### config.mk
export PLATFORM = sky130hd
export DESIGN_NAME = next_permutation_engine_core
export DESIGN_NICKNAME = d
export VERILOG_FILES = /design/src/rtl/npe_pkg.sv /design/src/rtl/npe_ram.sv /design/src/rtl/npe_ctrl.sv /design/src/rtl/npe_dpath.sv /design/src/rtl/next_permutation_engine_core.sv
export SDC_FILE = /design/constraint.sdc
export NUM_CORES = 1
export LEC_CHECK = 0
export BUFFER_PORTS_ARGS = -buffer_cell sky130_fd_sc_hd__buf_2
export CAP_MARGIN = 30
export CORE_ASPECT_RATIO = 1.25
export CORE_MARGIN = 2
export CORE_UTILIZATION = 55
export CTS_CLUSTER_DIAMETER = 200
export DETAILED_ROUTE_END_ITERATION = 8
export PLACE_DENSITY = 0.8
export SLEW_MARGIN = 20
export SYNTH_ARGS = -nofsm -noshare
export SYNTH_HDL_FRONTEND = slang
export SYNTH_HIERARCHICAL = 1
export SYNTH_SLANG_ARGS = --single-unit
### constraint.sdc
create_clock -name clock -period 8.8 [get_ports clock]
set_input_delay 0.44 -clock clock [delete_from_list [all_inputs] [get_ports clock]]
set_output_delay 0.44 -clock clock [all_outputs]
set_load 0.03 [all_outputs]
### src/rtl/npe_pkg.sv
`default_nettype none

package npe_pkg;

   // Width of one sequence element.
   localparam int DATA_W = 32;

   // Commands from the controller to the datapath.
   typedef struct packed {
      logic accept;       // an input transfer completes this cycle
      logic pivot_init;   // start the pivot scan at the end of the sequence
      logic emit_init;    // point the scan index at the first element
      logic rd_pivot;     // read the neighbor pair at scan-1 and scan
      logic rd_rev;       // read the pair at lo and hi
      logic pivot_found;  // latch the pivot and restart the scan for its successor
      logic wrap;         // no ascent: set up a reversal of the whole sequence
      logic scan_dec;     // step the scan index toward the front
      logic scan_inc;     // step the scan index toward the back
      logic write_p;      // store the successor at the pivot position
      logic write_j;      // store the pivot at the successor position
      logic rev_wa;       // store the hi element at lo
      logic rev_wb;       // store the lo element at hi and move both ends inward
      logic out_load;     // capture the element being emitted
      logic seq_done;     // sequence finished, clear count, drop and wrap flags
   } npe_cmd_type;

   // Status from the datapath back to the controller.
   typedef struct packed {
      logic multi;        // two or more elements are stored
      logic ascent;       // the pair just read is strictly increasing
      logic at_first;     // the pivot scan has reached the first pair
      logic found;        // the element just read is larger than the pivot
      logic lo_lt_hi;     // the reversal still has a pair to swap
      logic emit_last;    // the captured element is the final one
   } npe_status_type;

endpackage

`default_nettype wire

### src/rtl/npe_ram.sv
`default_nettype none

module npe_ram #(
   parameter int WIDTH = 32,
   parameter int DEPTH = 16
) (
   input  wire logic                     clock,
   input  wire logic                     we,
   input  wire logic [$clog2(DEPTH)-1:0] waddr,
   input  wire logic [WIDTH-1:0]         wdata,
   input  wire logic [$clog2(DEPTH)-1:0] raddr_a,
   input  wire logic [$clog2(DEPTH)-1:0] raddr_b,
   output logic      [WIDTH-1:0]         rdata_a,
   output logic      [WIDTH-1:0]         rdata_b
);

   logic [WIDTH-1:0] mem_ff [DEPTH];

   always_ff @(posedge clock) begin
      if (we) begin
         mem_ff[waddr] <= wdata;
      end
      rdata_a <= mem_ff[raddr_a];
      rdata_b <= mem_ff[raddr_b];
   end

endmodule

`default_nettype wire

### src/rtl/npe_ctrl.sv
`default_nettype none

module npe_ctrl
   import npe_pkg::*;
(
   input  wire logic           clock,
   input  wire logic           reset,
   input  wire logic           req_tvalid,
   input  wire logic           req_tlast,
   output logic                req_tready,
   output logic                rsp_tvalid,
   input  wire logic           rsp_tready,
   input  wire npe_status_type status,
   output npe_cmd_type         cmd
);

   typedef enum logic [12:0] {
      ST_LOAD      = 13'b0000000000001,
      ST_START     = 13'b0000000000010,
      ST_PIV_RD    = 13'b0000000000100,
      ST_PIV_CMP   = 13'b0000000001000,
      ST_SUC_RD    = 13'b0000000010000,
      ST_SUC_CMP   = 13'b0000000100000,
      ST_SWAP      = 13'b0000001000000,
      ST_REV_RD    = 13'b0000010000000,
      ST_REV_WA    = 13'b0000100000000,
      ST_REV_WB    = 13'b0001000000000,
      ST_EMIT_RD   = 13'b0010000000000,
      ST_EMIT_CAP  = 13'b0100000000000,
      ST_EMIT_HOLD = 13'b1000000000000
   } state_type;

   state_type state_ff;
   state_type state_in;

   assign req_tready = (state_ff == ST_LOAD);
   assign rsp_tvalid = (state_ff == ST_EMIT_HOLD);

   always_comb begin
      state_in = state_ff;
      cmd      = '0;
      unique case (state_ff)
         ST_LOAD: begin
            if (req_tvalid) begin
               cmd.accept = 1'b1;
               if (req_tlast) begin
                  state_in = ST_START;
               end
            end
         end
         ST_START: begin
            if (status.multi) begin
               cmd.pivot_init = 1'b1;
               state_in       = ST_PIV_RD;
            end else begin
               cmd.emit_init = 1'b1;
               state_in      = ST_EMIT_RD;
            end
         end
         ST_PIV_RD: begin
            cmd.rd_pivot = 1'b1;
            state_in     = ST_PIV_CMP;
         end
         ST_PIV_CMP: begin
            priority if (status.ascent) begin
               cmd.pivot_found = 1'b1;
               state_in        = ST_SUC_RD;
            end else if (status.at_first) begin
               cmd.wrap = 1'b1;
               state_in = ST_REV_RD;
            end else begin
               cmd.scan_dec = 1'b1;
               state_in     = ST_PIV_RD;
            end
         end
         ST_SUC_RD: begin
            state_in = ST_SUC_CMP;
         end
         ST_SUC_CMP: begin
            if (status.found) begin
               cmd.write_p = 1'b1;
               state_in    = ST_SWAP;
            end else begin
               cmd.scan_dec = 1'b1;
               state_in     = ST_SUC_RD;
            end
         end
         ST_SWAP: begin
            cmd.write_j = 1'b1;
            state_in    = ST_REV_RD;
         end
         ST_REV_RD: begin
            cmd.rd_rev = 1'b1;
            if (status.lo_lt_hi) begin
               state_in = ST_REV_WA;
            end else begin
               cmd.emit_init = 1'b1;
               state_in      = ST_EMIT_RD;
            end
         end
         ST_REV_WA: begin
            cmd.rev_wa = 1'b1;
            state_in   = ST_REV_WB;
         end
         ST_REV_WB: begin
            cmd.rev_wb = 1'b1;
            state_in   = ST_REV_RD;
         end
         ST_EMIT_RD: begin
            state_in = ST_EMIT_CAP;
         end
         ST_EMIT_CAP: begin
            cmd.out_load = 1'b1;
            state_in     = ST_EMIT_HOLD;
         end
         ST_EMIT_HOLD: begin
            if (rsp_tready) begin
               if (status.emit_last) begin
                  cmd.seq_done = 1'b1;
                  state_in     = ST_LOAD;
               end else begin
                  cmd.scan_inc = 1'b1;
                  state_in     = ST_EMIT_RD;
               end
            end
         end
         default: begin
            state_in = ST_LOAD;
         end
      endcase
   end

   always_ff @(posedge clock) begin
      if (reset) begin
         state_ff <= ST_LOAD;
      end else begin
         state_ff <= state_in;
      end
   end

endmodule

`default_nettype wire

### src/rtl/npe_dpath.sv
`default_nettype none

module npe_dpath
   import npe_pkg::*;
#(
   parameter int MAX_LEN = 16
) (
   input  wire logic              clock,
   input  wire logic              reset,
   input  wire npe_cmd_type       cmd,
   output npe_status_type         status,
   input  wire logic [DATA_W-1:0] in_value,
   output logic      [DATA_W-1:0] out_value,
   output logic                   out_last,
   output logic                   out_wrapped,
   output logic                   out_overflow
);

   localparam int AW = $clog2(MAX_LEN);
   localparam int CW = $clog2(MAX_LEN + 1);

   logic [CW-1:0]     count_ff, count_in;
   logic              drop_ff, drop_in;
   logic              wrapped_ff, wrapped_in;
   logic [AW-1:0]     scan_ff, scan_in;
   logic [AW-1:0]     p_ff, p_in;
   logic [AW-1:0]     lo_ff, lo_in;
   logic [AW-1:0]     hi_ff, hi_in;
   logic [DATA_W-1:0] piv_ff, piv_in;
   logic [DATA_W-1:0] tmp_ff, tmp_in;
   logic [DATA_W-1:0] out_value_ff, out_value_in;
   logic              out_last_ff, out_last_in;

   logic [CW-1:0]     count_m1;
   logic [AW-1:0]     last_idx;
   logic [AW-1:0]     scan_m1;

   logic              we;
   logic [AW-1:0]     waddr;
   logic [DATA_W-1:0] wdata;
   logic [AW-1:0]     raddr_a, raddr_b;
   logic [DATA_W-1:0] rd_a, rd_b;

   assign count_m1 = count_ff - CW'(1);
   assign last_idx = count_m1[AW-1:0];
   assign scan_m1  = scan_ff - AW'(1);

   assign raddr_a = cmd.rd_pivot ? scan_m1 : (cmd.rd_rev ? lo_ff : scan_ff);
   assign raddr_b = cmd.rd_rev ? hi_ff : scan_ff;

   npe_ram #(
      .WIDTH (DATA_W),
      .DEPTH (MAX_LEN)
   ) u_store (
      .clock   (clock),
      .we      (we),
      .waddr   (waddr),
      .wdata   (wdata),
      .raddr_a (raddr_a),
      .raddr_b (raddr_b),
      .rdata_a (rd_a),
      .rdata_b (rd_b)
   );

   // Elements compare as signed two's complement values.
   assign status.multi     = (count_ff >= CW'(2));
   assign status.ascent    = ($signed(rd_a) < $signed(rd_b));
   assign status.at_first  = (scan_ff == AW'(1));
   assign status.found     = ($signed(rd_a) > $signed(piv_ff));
   assign status.lo_lt_hi  = (lo_ff < hi_ff);
   assign status.emit_last = out_last_ff;

   always_comb begin
      count_in     = count_ff;
      drop_in      = drop_ff;
      wrapped_in   = wrapped_ff;
      scan_in      = scan_ff;
      p_in         = p_ff;
      lo_in        = lo_ff;
      hi_in        = hi_ff;
      piv_in       = piv_ff;
      tmp_in       = tmp_ff;
      out_value_in = out_value_ff;
      out_last_in  = out_last_ff;
      we           = 1'b0;
      waddr        = count_ff[AW-1:0];
      wdata        = in_value;

      if (cmd.accept) begin
         if (count_ff < CW'(MAX_LEN)) begin
            we       = 1'b1;
            count_in = count_ff + CW'(1);
         end else begin
            drop_in = 1'b1;
         end
      end
      if (cmd.pivot_init) begin
         scan_in    = last_idx;
         wrapped_in = 1'b0;
      end
      if (cmd.emit_init) begin
         scan_in = '0;
      end
      if (cmd.pivot_found) begin
         p_in    = scan_m1;
         piv_in  = rd_a;
         scan_in = last_idx;
      end
      if (cmd.wrap) begin
         wrapped_in = 1'b1;
         lo_in      = '0;
         hi_in      = last_idx;
      end
      if (cmd.scan_dec) begin
         scan_in = scan_m1;
      end
      if (cmd.scan_inc) begin
         scan_in = scan_ff + AW'(1);
      end
      if (cmd.write_p) begin
         we    = 1'b1;
         waddr = p_ff;
         wdata = rd_a;
      end
      if (cmd.write_j) begin
         we    = 1'b1;
         waddr = scan_ff;
         wdata = piv_ff;
         lo_in = p_ff + AW'(1);
         hi_in = last_idx;
      end
      if (cmd.rev_wa) begin
         we     = 1'b1;
         waddr  = lo_ff;
         wdata  = rd_b;
         tmp_in = rd_a;
      end
      if (cmd.rev_wb) begin
         we    = 1'b1;
         waddr = hi_ff;
         wdata = tmp_ff;
         lo_in = lo_ff + AW'(1);
         hi_in = hi_ff - AW'(1);
      end
      if (cmd.out_load) begin
         out_value_in = rd_a;
         out_last_in  = (scan_ff == last_idx);
      end
      if (cmd.seq_done) begin
         count_in   = '0;
         drop_in    = 1'b0;
         wrapped_in = 1'b0;
      end
   end

   always_ff @(posedge clock) begin
      if (reset) begin
         count_ff   <= '0;
         drop_ff    <= 1'b0;
         wrapped_ff <= 1'b0;
      end else begin
         count_ff   <= count_in;
         drop_ff    <= drop_in;
         wrapped_ff <= wrapped_in;
      end
   end

   always_ff @(posedge clock) begin
      scan_ff      <= scan_in;
      p_ff         <= p_in;
      lo_ff        <= lo_in;
      hi_ff        <= hi_in;
      piv_ff       <= piv_in;
      tmp_ff       <= tmp_in;
      out_value_ff <= out_value_in;
      out_last_ff  <= out_last_in;
   end

   assign out_value    = out_value_ff;
   assign out_last     = out_last_ff;
   assign out_wrapped  = wrapped_ff;
   assign out_overflow = drop_ff;

   a_count_bound: assert property (@(posedge clock) disable iff (reset)
      count_ff <= CW'(MAX_LEN))
      else $error("element count beyond capacity");

   a_drop_only_full: assert property (@(posedge clock) disable iff (reset)
      drop_ff |-> (count_ff == CW'(MAX_LEN)))
      else $error("drop flag set while the store is not full");

   a_succ_right: assert property (@(posedge clock) disable iff (reset)
      cmd.write_p |-> (p_ff < scan_ff))
      else $error("successor not to the right of the pivot");

   a_rev_order: assert property (@(posedge clock) disable iff (reset)
      cmd.rev_wa |-> (lo_ff < hi_ff))
      else $error("reversal swap with crossed ends");

   a_emit_nonempty: assert property (@(posedge clock) disable iff (reset)
      cmd.out_load |-> (count_ff != '0))
      else $error("emitting from an empty sequence");

endmodule

`default_nettype wire

### src/rtl/next_permutation_engine_core.sv
`default_nettype none

// Next lexicographic permutation engine. Elements (signed 32-bit) arrive one per
// transfer on the req_ channel until a transfer with tlast set; that element belongs
// to the sequence. The block then finds the rightmost ascent (the pivot), swaps it
// with the rightmost strictly larger element and reverses the suffix behind it, and
// sends the resulting sequence on the rsp_ channel, one element per transfer with
// tlast on the final one. A sequence with no ascent is the highest permutation; it
// comes back in ascending order with the wrapped flag set. A single element comes
// back unchanged. Up to MAX_LEN elements are kept; later elements of the same
// sequence, including the tlast one, are discarded and the overflow flag is set.
// Both flags are the same on every result of a sequence. While loading, req_tready
// stays high, so an element is taken whenever req_tvalid is high. The work on one
// sequence is serialized through a single element store with one write port and
// two registered read ports: the pivot scan and the successor scan read and then
// compare at each position visited, the swap writes the successor and then the
// pivot, the reversal reads a pair and writes one end and then the other, and each
// result is read, captured and held until the sink takes it. The block does not
// accept input while a sequence is being computed or sent.
module next_permutation_engine_core
   import npe_pkg::*;
#(
   parameter int MAX_LEN = 16
) (
   input  wire logic        clock,
   input  wire logic        reset,
   input  wire logic        req_tvalid,
   output logic             req_tready,
   input  wire logic [31:0] req_tdata,   // [31:0] value
   input  wire logic        req_tlast,   // last
   output logic             rsp_tvalid,
   input  wire logic        rsp_tready,
   output logic      [31:0] rsp_tdata,   // [31:0] value_res
   output logic             rsp_tlast,   // last_res
   output logic      [1:0]  rsp_tuser    // [0] wrapped, [1] overflow
);

   npe_cmd_type    cmd;
   npe_status_type status;
   logic           out_wrapped;
   logic           out_overflow;

   // The controller sequences the load, scan, swap, reversal and emit phases.
   npe_ctrl u_ctrl (
      .clock      (clock),
      .reset      (reset),
      .req_tvalid (req_tvalid),
      .req_tlast  (req_tlast),
      .req_tready (req_tready),
      .rsp_tvalid (rsp_tvalid),
      .rsp_tready (rsp_tready),
      .status     (status),
      .cmd        (cmd)
   );

   // The datapath holds the element store, the indices and the output register.
   npe_dpath #(
      .MAX_LEN (MAX_LEN)
   ) u_dpath (
      .clock        (clock),
      .reset        (reset),
      .cmd          (cmd),
      .status       (status),
      .in_value     (req_tdata),
      .out_value    (rsp_tdata),
      .out_last     (rsp_tlast),
      .out_wrapped  (out_wrapped),
      .out_overflow (out_overflow)
   );

   assign rsp_tuser = {out_overflow, out_wrapped};

endmodule

`default_nettype wire

# Yosys cells after proc, flatten, opt, wreduce, memory -nomap -nowiden
# Memories as Yosys holds them, arrays and structs flattened. A register that Yosys moved wholly into a read port is not among the register bits.
# Index checks and enable logic that the tools add are counted.
[totals] mem_bits_rw=512 mem_count=1 input_bits=37 out_inout_bits=37 wordCells=122 reg_bits=133
[mem_list] name="u_dpath.u_store.mem_ff" depth=16 width=32 read_ports=2 rd_ports_with_merged_regs=2 write_ports=1 line_no="npe_ram.sv:17" rtl="logic [WIDTH-1:0] mem_ff [DEPTH];"
[classes] n_bitwise=1 addsub=7 n_mux=70 magnitude_cmp=5 n_eq_ne=18 n_reduce_logical=8
[ops] op="one-hot mux 13 bit (12 select lines)" count=1
[ops] op="2-to-1 mux 32 bit" count=4
[ops] op="2-to-1 mux 4 bit" count=18
[ops] op="2-to-1 mux 13 bit" count=3
[ops] op="2-to-1 mux 1 bit" count=34
[ops] op="2-to-1 mux 11 bit" count=3
[ops] op="> comparator 32 bit" count=1
[ops] op="< comparator 32 bit" count=1
[ops] op="2-to-1 mux 8 bit" count=2
[ops] op="== test 13 x 1 -> 1 bit (second input constant)" count=1
[ops] op="== test 13 x 10 -> 1 bit (second input constant)" count=1
[ops] op="== test 13 x 11 -> 1 bit (second input constant)" count=1
[ops] op="== test 13 x 12 -> 1 bit (second input constant)" count=1
[ops] op="== test 13 bit (second input constant)" count=1
[ops] op="== test 13 x 2 -> 1 bit (second input constant)" count=1
[ops] op="== test 13 x 3 -> 1 bit (second input constant)" count=1
[ops] op="== test 13 x 4 -> 1 bit (second input constant)" count=1
[ops] op="== test 13 x 5 -> 1 bit (second input constant)" count=1
[ops] op="== test 13 x 6 -> 1 bit (second input constant)" count=1
[ops] op="== test 13 x 7 -> 1 bit (second input constant)" count=1
[ops] op="== test 13 x 8 -> 1 bit (second input constant)" count=1
[ops] op="== test 13 x 9 -> 1 bit (second input constant)" count=1
[ops] op="adder 4 x 1 -> 4 bit (second input constant)" count=3
[ops] op="subtractor 4 x 1 -> 4 bit (second input constant)" count=3
[ops] op="other kinds (18)" count=23

# Depth between registers and ports, before layout
[depth] ltp_word=9 depth_mapped=19 mapped_depth_nobuf=18

# Modules after synthesis
# Netlist, hierarchy kept.
[by_module_without_submodules] module="npe_ram" cells_per_inst=1141 seq_area_each_um2=16656.0 area_per_inst_um2=24203.2 n_inst=1
[by_module_without_submodules] module="npe_dpath" cells_per_inst=724 seq_area_each_um2=3533.4 area_per_inst_um2=7397.1 n_inst=1
[by_module_without_submodules] module="npe_ctrl" cells_per_inst=110 seq_area_each_um2=260.2 area_per_inst_um2=862.1 n_inst=1
[by_module_without_submodules] module="next_permutation_engine_core" cells_per_inst=2 seq_area_each_um2=0.0 area_per_inst_um2=15.0 n_inst=1

# Least setup slack after synthesis
# No wires, ideal clock.
[synth_timing] path_kind="flip-flop to flip-flop" startpoint="register u_dpath.piv_ff[13]" endpoint="memory u_dpath.u_store.mem_ff[0][0], enable pin" stages_incl_launch_ff=20 required_ps=8339 t_arrival_ps=5681 path_slack_ps=2658 path_buffers=1 setup_time_ps=461 cell_sequence="edfxtp_1 inv_1 ha_1 a21o_1 a21o_1 a221o_1 o31ai_4 nand2_2 a211oi_2 nand2_1 inv_1 buf_2 mux2i_1 nor2_1 a21oi_1 nor2_1 a211oi_1 a21oi_1 or3b_2 nor3_1"
[synth_lines] element="start, declared" line_no="npe_dpath.sv:29" rtl="logic [DATA_W-1:0] piv_ff, piv_in;"
[synth_lines] element="start signal, assigned" line_no="npe_dpath.sv:173" rtl="piv_ff <= piv_in;"
[synth_lines] element="end, declared" line_no="npe_ram.sv:17"

==> impl_results.md <==
* Synth top area share at 57.8%
* DIE HEIGHT at 276 µm
* Mapped Cells at 1977
* Peak fanout along the critical path at 21
* Post_cts resized at 0
* Tmin final at 5.56 ns
* Share of layout cells above drive strength 1 at 26.1%
* Synth top area cells: edfxtp_1, mux4_2, dfxtp_1, a22oi_1, ha_1
* Max-slew violations at 0
* CP endpoint kind: flip-flop
* Syn_area_per_cell at 16.4 µm²
* Post-CTS Setup Bufs at 0
* Layout fillers at 3917
* Most used DFF post-synth: edfxtp_1
* Die footprint at 0.0610 mm²
* Final setup viols at 0
* DRT iter0 DRCs at 2529
* Post-Layout Inst Area at 0.0362 mm²
* EDFF count, synth at 625
* Mapped Area at 0.0325 mm²
* Multi-input gate area at 0.0113 mm²
* Largest net degree at the start of global routing at 129
* Cts hold-fix bufs at 0
* Std cell rows at 99
* HPWL Detailed at 50500 µm
* Clock-pin slew on the worst setup and hold paths at 0.07 ns
* Distinct cells, synth at 60
* Worst skew pair latency at 0.61 ns
* DRC viols at 0
* Area grow syn2layout at 11.6%
* # IOs at 74
* CTS tree: yes
* Synth warn at 6
* CP Class: reg -> reg
* Final cycle utilization of the critical path at 63.1%
* Pwr Density at 233 mW/mm²
* Post-synth top cells: edfxtp_1, mux4_2, nand2_1
* Max-cap viol count at 0
* Vias at 19800
* Async S/R FF share, synth at 0%
* Dpl cell area at 0.0341 mm²
* Seq/Total Area, Yosys at 63.0%
* Starting density of the core at 55.7%
* Final Core Density at 62.1%
* Reg area at 0.0204 mm²
* Hold crit path type: in -> reg
* Final Hold Fails at 0
* RSZ-0062 raised after global routing: false
* Pleak at 12.3 nW
* Overall routing resource usage at 27.8%
* Vias in the first global route at 20500
* GPL Wtd Cong at 0.899
* First-pass GRT wire length at 127000 µm
* Crit start category: flip-flop
* Worst vdd ir at 237 µV
* Wire length per cell at 29.3 µm
* Max_slew headroom at 36.4%
* Worst slew pin tran at 0.943 ns
* CTS Buf Count at 67
* Root buffer cell: clkbuf_16
* Htree depth at 3
* Fin Setup TNS at 0 ns
* Antenna violations before repair at 1
* Clock skew at 0.0349 ns
* Grt ovf at 0
* Core Footprint at 0.0583 mm²
* Non-Filler Instances at 2864
* Drt first pass iters at 6
* Clock buffer depth at 3
* N_diodes at 0
* Yosys top cell by area: edfxtp_1
* Via-to-Cell Ratio at 6.92
* Syn Nets at 2089
* Total routed wirelength at 83900 µm
* CP arrival at 5.79 ns
* WHS at 0.0337 ns
* WP data required at 9.03 ns
* Port Buffers at 73
* Die Width at 221 µm
* Nets at 2168
* Clk sinks at 709
* Maximum clock frequency at 180 MHz
* Placed Cells at 2739
* Most common cell in the netlist: edfxtp_1
* Seq cells post-synth at 709
* Status: finished clean
* Routed Antenna Nets at 0
## state kept, by name (all words and copies together) (netlist names)
| signal | flops |
|---|---|
| u_dpath/u_store/mem_ff | 512 |
| u_dpath/out_value | 32 |
| u_dpath/piv_ff | 32 |
| u_dpath/tmp_ff | 32 |
| u_dpath/u_store/rdata_a | 32 |
| u_dpath/u_store/rdata_b | 32 |
| u_ctrl/state_ff | 13 |
| u_dpath/count_ff | 5 |
| u_dpath/hi_ff | 4 |
| u_dpath/lo_ff | 4 |
| u_dpath/p_ff | 4 |
| u_dpath/scan_ff | 4 |
| u_dpath/out_last | 1 |
| u_dpath/out_overflow | 1 |
| u_dpath/out_wrapped | 1 |
## critical path, cell delays in order, from the launching register on
cell	delay, ns
dfxtp_1	0.45
ha_1	0.29
a21o_1	0.18
a21o_1	0.21
a221o_1	0.42
o31ai_4	0.31
nand2_2	0.08
a211oi_2	0.29
nand2_1	0.13
inv_2	0.15
a211oi_1	0.09
a211oi_1	0.21
a211oi_1	0.08
a21oi_1	0.67
nand2_1	0.47
nor2_4	0.59
buf_4	0.53
## worst paths after layout
| check | cells past startpoint | endpoint | start | slack (ns) |
|---|---|---|---|---|
| setup / recovery | 16 | u_dpath/u_store/mem_ff[15][7] | u_dpath/u_store/rdata_a[13] | 3.24 |
| hold / removal | 2 | u_ctrl/state_ff[8] | reset | 0.03 |
| setup reg to reg | 16 | u_dpath/u_store/mem_ff[15][7] | u_dpath/u_store/rdata_a[13] | 3.24 |
| hold reg to reg | 2 | u_dpath/out_overflow | u_dpath/out_overflow | 0.48 |
## routing by layer
layer / part of all wire (%) / global-route usage [%] / wire [µm]
met4: 5.9 / 15.7 / 4940
met2: 50 / 46.3 / 41900
met1: 35 / 35.0 / 29400
met5: 0 / 0 / 0
met3: 9.2 / 4.62 / 7740
## placed cells by master (no fill, tap or decap), drive strengths merged, types with 7 or more instances in the layout
master	instances
nor2b	42
nand4	20
xnor2	10
ha	75
a21o	12
xor2	11
nand2b	8
nor2	59
clkinv	20
inv	87
clkbuf	94
a22oi	129
edfxtp	625
o21ai	45
mux4	256
dfxtp	84
nor3	15
nand2	132
mux2i	7
a211oi	76
a21oi	75
nor4	11
buf	140
## kinds of logic (layout without fill, tap and decap cells)
logic type / after synthesis / in the layout / share of synthesized area, %
AO/OA/AOI/OAI: 364 / 364 / 7.62
XOR/XNOR: 21 / 21 / 0.566
adder cells (fa/ha/maj): 75 / 75 / 2.89
buffers and inverters: 217 / 347 / 2.92
flip-flops: 709 / 709 / 63.0
multiplexers: 265 / 265 / 18.0
AND/OR/NAND/NOR: 326 / 326 / 5.00
## cell type report
cell class              instances  share of cell area [%]
clock buffers                  92                    5.22
clock inverters                28                   0.687
inverters                      85                   0.880
multi-input cells            1051                    31.2
flip-flops and latches        709                    56.4
well taps                     757                    2.61
repair buffers                142                    2.93
## stage by stage
| stage | setup slack, ns | total power, mW |
|---|---|---|
| 4_1_cts | 2.75 | 8.44 |
| 5_1_grt | 3.00 | 8.70 |
| 3_5_place_dp | 2.89 | 5.61 |
| 3_3_place_gp | 3.03 | 5.52 |
| 2_1_floorplan | 2.66 | 5.12 |
| 6_report | 3.24 | 8.43 |
## power breakdown
group	leakage [nW]	internal, mW	switching [mW]
logic	4.92	0.651	0.876
clock network	1.05	1.63	1.22
registers	6.34	3.90	0.162
Power figures use the tool's default switching activity.
